==> config.mk <==
export PLATFORM = sky130hd
export DESIGN_NAME = sbus_frame_decoder_top
export DESIGN_NICKNAME = d
export VERILOG_FILES = /design/src/hw/rtl/sfd_pkg.sv /design/src/hw/rtl/sbus_frame_decoder_top.sv
export SDC_FILE = /design/constraint.sdc
export NUM_CORES = 1
export LEC_CHECK = 0
export BUFFER_PORTS_ARGS = -buffer_cell sky130_fd_sc_hd__buf_4
export CAP_MARGIN = 20
export CORE_AREA = 2 2 350 179
export DETAILED_ROUTE_END_ITERATION = 8
export DIE_AREA = 0 0 352 181
export PLACE_DENSITY = 0.42
export SETUP_SLACK_MARGIN = 0.02
export SYNTH_ARGS = -nofsm -noshare
export SYNTH_HDL_FRONTEND = slang
export SYNTH_SLANG_ARGS = --single-unit
==> constraint.sdc <==
create_clock -name clk_i -period 4 [get_ports clk_i]
set_clock_uncertainty 0.1 [all_clocks]
set_input_delay 0.6 -clock clk_i [delete_from_list [all_inputs] [get_ports clk_i]]
set_output_delay 0.6 -clock clk_i [all_outputs]
set_load 0.01 [all_outputs]
==> src/hw/rtl/sfd_pkg.sv <==
// Shared constants for the SBUS frame decoder: frame layout, marker bytes,
// channel packing and link status codes. No dependencies.
`timescale 1ns / 1ps

package sfd_pkg;

  // Frame markers
  localparam logic [7:0] START_BYTE = 8'h0F;
  localparam logic [7:0] END_BYTE   = 8'h00;

  // Byte positions within a frame (the start byte sits at position 0)
  localparam int unsigned POS_W         = 5;
  localparam logic [POS_W-1:0] LAST_DATA_POS = 5'd22;
  localparam logic [POS_W-1:0] STATUS_POS    = 5'd23;
  localparam logic [POS_W-1:0] END_POS       = 5'd24;

  // Channel packing
  localparam int unsigned CH_W     = 11;
  localparam int unsigned NUM_CH   = 16;
  localparam int unsigned CH_IDX_W = $clog2(NUM_CH);
  localparam int unsigned ACC_W    = CH_W + 7;       // leftover bits plus one byte
  localparam int unsigned CNT_W    = $clog2(ACC_W + 1);

  localparam logic [CH_IDX_W-1:0] LAST_CH_HALF = CH_IDX_W'(NUM_CH / 2 - 1);
  localparam logic [CH_IDX_W-1:0] LAST_CH_ALL  = CH_IDX_W'(NUM_CH - 1);

  // Status byte flags
  localparam int unsigned LOST_BIT     = 2;
  localparam int unsigned FAILSAFE_BIT = 3;

  // Link status codes
  localparam logic [1:0] LINK_OK       = 2'd0;
  localparam logic [1:0] LINK_LOST     = 2'd1;
  localparam logic [1:0] LINK_FAILSAFE = 2'd2;

  // Register map
  localparam int unsigned PADDR_W = 3;
  localparam logic REG_ALL_CH = 1'b0;   // register index, taken from paddr[2]

endpackage

==> src/hw/rtl/sbus_frame_decoder_top.sv <==
// SBUS frame decoder top level: byte unpacker, double-banked channel memory
// and result emitter. Depends on sfd_pkg.
//
// Usage:
//   Input channel (rx_byte_i, in_valid_i, in_stall_o) takes one UART byte per
//   beat. Bytes outside a frame other than 0x0F are dropped. A frame is the
//   start byte plus 24 bytes; the 25th byte must be 0x00 or the frame gives
//   nothing. Channels are unpacked on the fly as bytes arrive and written to a
//   32 x 11 bit synchronous memory, one bank per frame (ping-pong).
//   Output channel (out_valid_o, out_stall_i) carries one channel per beat:
//   channel_index_o, channel_value_o, link_status_o, last_channel_o.
//   Input bytes are taken one per cycle while in_stall_o is low. After a good
//   end byte channels pass the emitter, read stage and output register, one
//   per cycle (8 or 16 beats, set by all_channels_enable at byte address 0)
//   while the receiver does not stall; the single memory read port sets the rate.
//   Bytes of the next frame are accepted during a burst; only the end byte of
//   that next frame is held off (in_stall_o) until the burst has been issued.
//   A receiver stall holds the output beat; memory reads pause once the read
//   stage is full. Reset returns to waiting for a start byte, clears the burst
//   and the register; memory contents are undefined until written.
`timescale 1ns / 1ps

module sbus_frame_decoder_top import sfd_pkg::*; (
  input  logic               clk_i,
  input  logic               rst_ni,
  // byte input
  input  logic [7:0]         rx_byte_i,
  input  logic               in_valid_i,
  output logic               in_stall_o,
  // channel output
  output logic [3:0]         channel_index_o,
  output logic [10:0]        channel_value_o,
  output logic [1:0]         link_status_o,
  output logic               last_channel_o,
  output logic               out_valid_o,
  input  logic               out_stall_i,
  // configuration
  input  logic               psel,
  input  logic               penable,
  input  logic               pwrite,
  input  logic [PADDR_W-1:0] paddr,
  input  logic [31:0]        pwdata,
  output logic [31:0]        prdata,
  output logic               pready
);

  localparam int unsigned MEM_AW = CH_IDX_W + 1;

  // Configuration register
  logic all_ch_q;

  // Receive state
  logic                in_frame_q;
  logic [POS_W-1:0]    pos_q;
  logic [ACC_W-1:0]    acc_q;
  logic [CNT_W-1:0]    cnt_q;
  logic [CH_IDX_W-1:0] wr_ch_q;
  logic                wr_bank_q;
  logic [7:0]          status_byte_q;

  // Emitter state
  logic                emit_busy_q;
  logic                emit_bank_q;
  logic [CH_IDX_W-1:0] emit_ch_q;
  logic [CH_IDX_W-1:0] emit_last_q;
  logic [1:0]          emit_status_q;

  // Read stage and output register
  logic                rd_v_q;
  logic [CH_IDX_W-1:0] rd_idx_q;
  logic                rd_last_q;
  logic [1:0]          rd_status_q;
  logic [CH_W-1:0]     rd_data_q;
  logic                out_v_q;
  logic [CH_IDX_W-1:0] out_idx_q;
  logic                out_last_q;
  logic [1:0]          out_status_q;
  logic [CH_W-1:0]     out_data_q;

  // Channel memory: two banks of NUM_CH entries
  logic [CH_W-1:0] ch_mem [2**MEM_AW];

  logic                in_acc;
  logic [POS_W-1:0]    pos_nxt;
  logic [ACC_W-1:0]    merged;
  logic [CNT_W-1:0]    cnt_sum;
  logic                ch_full;
  logic                mem_we;
  logic                frame_ok;
  logic [1:0]          status_code;
  logic                out_take;
  logic                rd_issue;
  logic                cfg_wr;

  // Configuration port
  assign pready = 1'b1;
  assign cfg_wr = psel && penable && pwrite;
  assign prdata = (paddr[2] == REG_ALL_CH) ? {31'd0, all_ch_q} : 32'd0;

  always_ff @(posedge clk_i or negedge rst_ni) begin
    if (!rst_ni) begin
      all_ch_q <= 1'b0;
    end else if (cfg_wr && (paddr[2] == REG_ALL_CH)) begin
      all_ch_q <= pwdata[0];
    end
  end

  // Hold off the end byte of a frame while the previous burst still reads
  assign in_stall_o = emit_busy_q && in_frame_q && (pos_q == STATUS_POS);
  assign in_acc     = in_valid_i && !in_stall_o;
  assign pos_nxt    = pos_q + POS_W'(1);

  // Unpack: append the byte above the leftover bits, cut one channel off
  assign merged  = acc_q | (ACC_W'(rx_byte_i) << cnt_q);
  assign cnt_sum = cnt_q + CNT_W'(8);
  assign ch_full = cnt_sum >= CNT_W'(CH_W);
  assign mem_we  = in_acc && in_frame_q && (pos_nxt <= LAST_DATA_POS) && ch_full;

  assign frame_ok = in_acc && in_frame_q && (pos_nxt == END_POS) && (rx_byte_i == END_BYTE);

  // Decode link status, lost before failsafe
  always_comb begin
    if (status_byte_q[LOST_BIT]) begin
      status_code = LINK_LOST;
    end else if (status_byte_q[FAILSAFE_BIT]) begin
      status_code = LINK_FAILSAFE;
    end else begin
      status_code = LINK_OK;
    end
  end

  // Advance the receive state
  always_ff @(posedge clk_i or negedge rst_ni) begin
    if (!rst_ni) begin
      in_frame_q <= 1'b0;
      pos_q      <= '0;
      acc_q      <= '0;
      cnt_q      <= '0;
      wr_ch_q    <= '0;
      wr_bank_q  <= 1'b0;
    end else if (in_acc) begin
      if (!in_frame_q) begin
        if (rx_byte_i == START_BYTE) begin
          in_frame_q <= 1'b1;
          pos_q      <= '0;
          acc_q      <= '0;
          cnt_q      <= '0;
          wr_ch_q    <= '0;
        end
      end else if (pos_nxt == END_POS) begin
        in_frame_q <= 1'b0;
        pos_q      <= '0;
        if (frame_ok) begin
          wr_bank_q <= !wr_bank_q;
        end
      end else begin
        pos_q <= pos_nxt;
        if (pos_nxt <= LAST_DATA_POS) begin
          if (ch_full) begin
            acc_q   <= merged >> CH_W;
            cnt_q   <= cnt_sum - CNT_W'(CH_W);
            wr_ch_q <= wr_ch_q + CH_IDX_W'(1);
          end else begin
            acc_q <= merged;
            cnt_q <= cnt_sum;
          end
        end
      end
    end
  end

  // Capture the status byte of the frame being received
  always_ff @(posedge clk_i) begin
    if (in_acc && in_frame_q && (pos_nxt == STATUS_POS)) begin
      status_byte_q <= rx_byte_i;
    end
  end

  // Read-issue control: read when the read stage is empty or moves on
  assign out_take = !out_v_q || !out_stall_i;
  assign rd_issue = emit_busy_q && (!rd_v_q || out_take);

  // Channel memory: one write port, one registered read port
  always_ff @(posedge clk_i) begin
    if (mem_we) begin
      ch_mem[{wr_bank_q, wr_ch_q}] <= merged[CH_W-1:0];
    end
    if (rd_issue) begin
      rd_data_q <= ch_mem[{emit_bank_q, emit_ch_q}];
    end
  end

  // Emitter: walk the channels of a finished frame
  always_ff @(posedge clk_i or negedge rst_ni) begin
    if (!rst_ni) begin
      emit_busy_q <= 1'b0;
      emit_ch_q   <= '0;
    end else if (frame_ok) begin
      emit_busy_q <= 1'b1;
      emit_ch_q   <= '0;
    end else if (rd_issue) begin
      emit_ch_q <= emit_ch_q + CH_IDX_W'(1);
      if (emit_ch_q == emit_last_q) begin
        emit_busy_q <= 1'b0;
      end
    end
  end

  // Latch burst parameters at the end byte
  always_ff @(posedge clk_i) begin
    if (frame_ok) begin
      emit_bank_q   <= wr_bank_q;
      emit_last_q   <= all_ch_q ? LAST_CH_ALL : LAST_CH_HALF;
      emit_status_q <= status_code;
    end
  end

  // Read stage valid
  always_ff @(posedge clk_i or negedge rst_ni) begin
    if (!rst_ni) begin
      rd_v_q <= 1'b0;
    end else if (rd_issue) begin
      rd_v_q <= 1'b1;
    end else if (out_take) begin
      rd_v_q <= 1'b0;
    end
  end

  // Tag data travelling with the read
  always_ff @(posedge clk_i) begin
    if (rd_issue) begin
      rd_idx_q    <= emit_ch_q;
      rd_last_q   <= (emit_ch_q == emit_last_q);
      rd_status_q <= emit_status_q;
    end
  end

  // Output register
  always_ff @(posedge clk_i or negedge rst_ni) begin
    if (!rst_ni) begin
      out_v_q <= 1'b0;
    end else if (out_take) begin
      out_v_q <= rd_v_q;
    end
  end

  always_ff @(posedge clk_i) begin
    if (out_take && rd_v_q) begin
      out_idx_q    <= rd_idx_q;
      out_last_q   <= rd_last_q;
      out_status_q <= rd_status_q;
      out_data_q   <= rd_data_q;
    end
  end

  assign out_valid_o     = out_v_q;
  assign channel_index_o = out_idx_q;
  assign channel_value_o = out_data_q;
  assign link_status_o   = out_status_q;
  assign last_channel_o  = out_last_q;

endmodule
==> qor.yml <==
grt_pass1_vias: 8804
p_leak_nw: 6.84
post-route-period-util_pct: 81.0
synth_adder_area_share_pct: 0.762
cts_setup_buffers: 0
synth_ff_type: "edfxtp_1"
setup.worst_path.end: "ch_mem[3][4]"
final.setup.tns_ns: 0
status: "finished clean"
cts_buffers: 42
end_kind: "register"
h-tree-depth: 2
p_per_area_nw_per_um2: 605
mostFrequentLayoutCells: "edfxtp_1 (394), mux4_2 (116), buf_4 (107)"
num_rows: 64
syn_inst: 940
drc: 0
wl_per_cell_um: 25.6
cts_tree: "built"
cts_hold_buf: 1
r2r_start: "pos_q[1]"
drtPass1Iterations: 5
synth-compound-area-share_pct: 4.37
totalWireLength_um: 48600
synth_area_per_cell_um2: 19.2
async_flop_share_pct: 9.63
slew_viol_final: 0
fmax_mhz: 309
first_iter_violations: 958
synth_edf_count: 394
num_vias: 9192
cp_max_fo: 11
hold_violations: 0
crit_arrival_ns: 3.37
drive_above_1_share_pct: 30.9
synth_top_family_by_area: "multiplexers"
ys_seq_area_share_pct: 71.4
layout_setup_ws_ns: 0.762
maxCapViolCount: 0
area_growth_pct: 16.1
yosys-mux-area-fraction_pct: 15.9
peakVddDrop_mv: 0.351
port-buffer-count: 37
gr-total-overflow: 0
reg2reg_depth: 7
worstMarginPinSlew_ns: 0.991
gp_congestion: 0.800
dp_hpwl_um: 32200
dpl_worst_slack_ns: 0.809
layout.cells.non_filler: 1897
worst_hold_slack_ns: 0.172
r2r-end: "ch_mem[3][4]"
cts_sinks: 436
p_total_mw: 12.7
antenna_found_initial: 4
final_nets: 1103
synth-seq-cells: 436
rrSetupSlack_ns: 0.76
postRouteAntennaNets: 0
insertion_delay_ns: 0.56
post_dp_cell_area_um2: 19600
critPathRequiredTime_ns: 4.14
ys_types: 73
num_io_pins: 103
synthSimpleGateAreaFrac_pct: 4.21
max_slew_margin_pct: 33.7
die-area_um2: 63700
mostFrequentLayoutCell: "edfxtp_1"
crit_start: "pos_q[1]"
clk_pin_slew_ns: 0.07
track_usage_pct: 15.3
die_w_um: 352
cts.root.buffer_cell: "clkbuf_16"
path_class: "reg -> reg"
fin_crit_ns: 3.24
clockBufferDepth: 3
post-route-util_pct: 34.7
rsz0062_at_grt: "no"
synth_area_um2: 18100
initial_core_util_pct: 29.9
grt_pass1_wl_um: 69000
cp-start-kind: "register"
hp-class: "in -> reg"
post_cts_resized: 0
die_h_um: 181
coreArea_um2: 60500
grt_max_degree: 43
design_area_um2: 21000
synth_warnings: 0
synth_xor_area_share_pct: 0.430
vias_per_cell: 4.85
setup_viol: 0
dp.cells: 1822
power breakdown:
group	internal, mW	switching, mW	total, mW
sequential	6.02	0.147	6.16
clock	2.19	1.76	3.95
combinational	0.636	1.94	2.57
registers in the layout (all words and copies together) (netlist names), 5 cells and up:
register / count
cnt_q: 5
ch_mem: 352
acc_q: 18
rd_data_q: 11
channel_value_o: 11
pos_q: 5
worst min-delay path by stage:
stage	startpoint	to	slack [ns]	cells past startpoint
floorplan	rst_ni	acc_q[0]	0.20	0
global placement	rd_idx_q[2]	channel_index_o[2]	0.30	0
detailed placement	rd_data_q[9]	channel_value_o[9]	0.31	0
CTS	pwdata[0]	all_ch_q	0.13	2
global route	out_stall_i	out_valid_o	0.16	2
finish	pwdata[0]	all_ch_q	0.17	2
layer usage:
| metal | vias up | GRT usage, % | share of wire, % |
|---|---|---|---|
| li1 | 3971 | - | - |
| met3 | 46 | 5.53 | 9.1 |
| met5 | - | 0 | 0 |
| met4 | 0 | 2.64 | 1.1 |
| met1 | 4901 | 25.8 | 54 |
| met2 | 274 | 17.9 | 36 |
cells in the mapped netlist, drive strengths merged, types with 3 or more instances:
cell type / count / area (µm²)
edfxtp: 394 / 11800
mux4: 116 / 2610
nor2: 61 / 245
buf: 60 / 389
dfrtp: 42 / 1050
clkbuf: 23 / 86.3
nand2: 23 / 88.8
mux2: 17 / 191
o21ai: 15 / 75.1
a21oi: 13 / 65.1
inv: 12 / 45.0
ha: 11 / 138
nand3: 11 / 55.1
a21o: 9 / 67.6
a22o: 9 / 78.8
nand2b: 8 / 50.1
mux2i: 7 / 70.1
nand4: 7 / 43.8
nor2b: 7 / 43.8
o211ai: 6 / 63.8
a31oi: 5 / 37.5
nand3b: 5 / 37.5
nor3: 5 / 25.0
or3: 4 / 25.0
or4: 4 / 33.8
xnor2: 4 / 35.0
xor2: 4 / 42.6
a211o: 3 / 26.3
a221oi: 3 / 26.3
a22oi: 3 / 22.5
a31o: 3 / 26.3
a32o: 3 / 30.0
o31ai: 3 / 22.5
final cells by class:
class	instances	area [µm²]
Fill cell	5648	39500
Multi-Input combinational cell	438	4780
Inverter	13	48.8
Sequential cell	436	12900
Timing Repair Buffer	111	873
Tap cell	825	1030
Antenna cell	1	2.50
Clock buffer	48	1100
Clock inverter	25	220
critical path, cell delays in order (launching register included):
cell and delay, ns:
dfrtp_1 0.55, ha_1 0.47, nand3_1 0.18, xor2_2 0.45, a211oi_4 0.05, or3_1 0.63
nor2_1 0.20, buf_4 0.24
logic make-up after synthesis:
logic type,count (synthesis)
simple gates,148
xor+xnor,8
buf+inv,96
flops,436
other cells,2
mux,140
fa+ha+maj,11
compound gates,99
(Power assumes the default switching activity.)
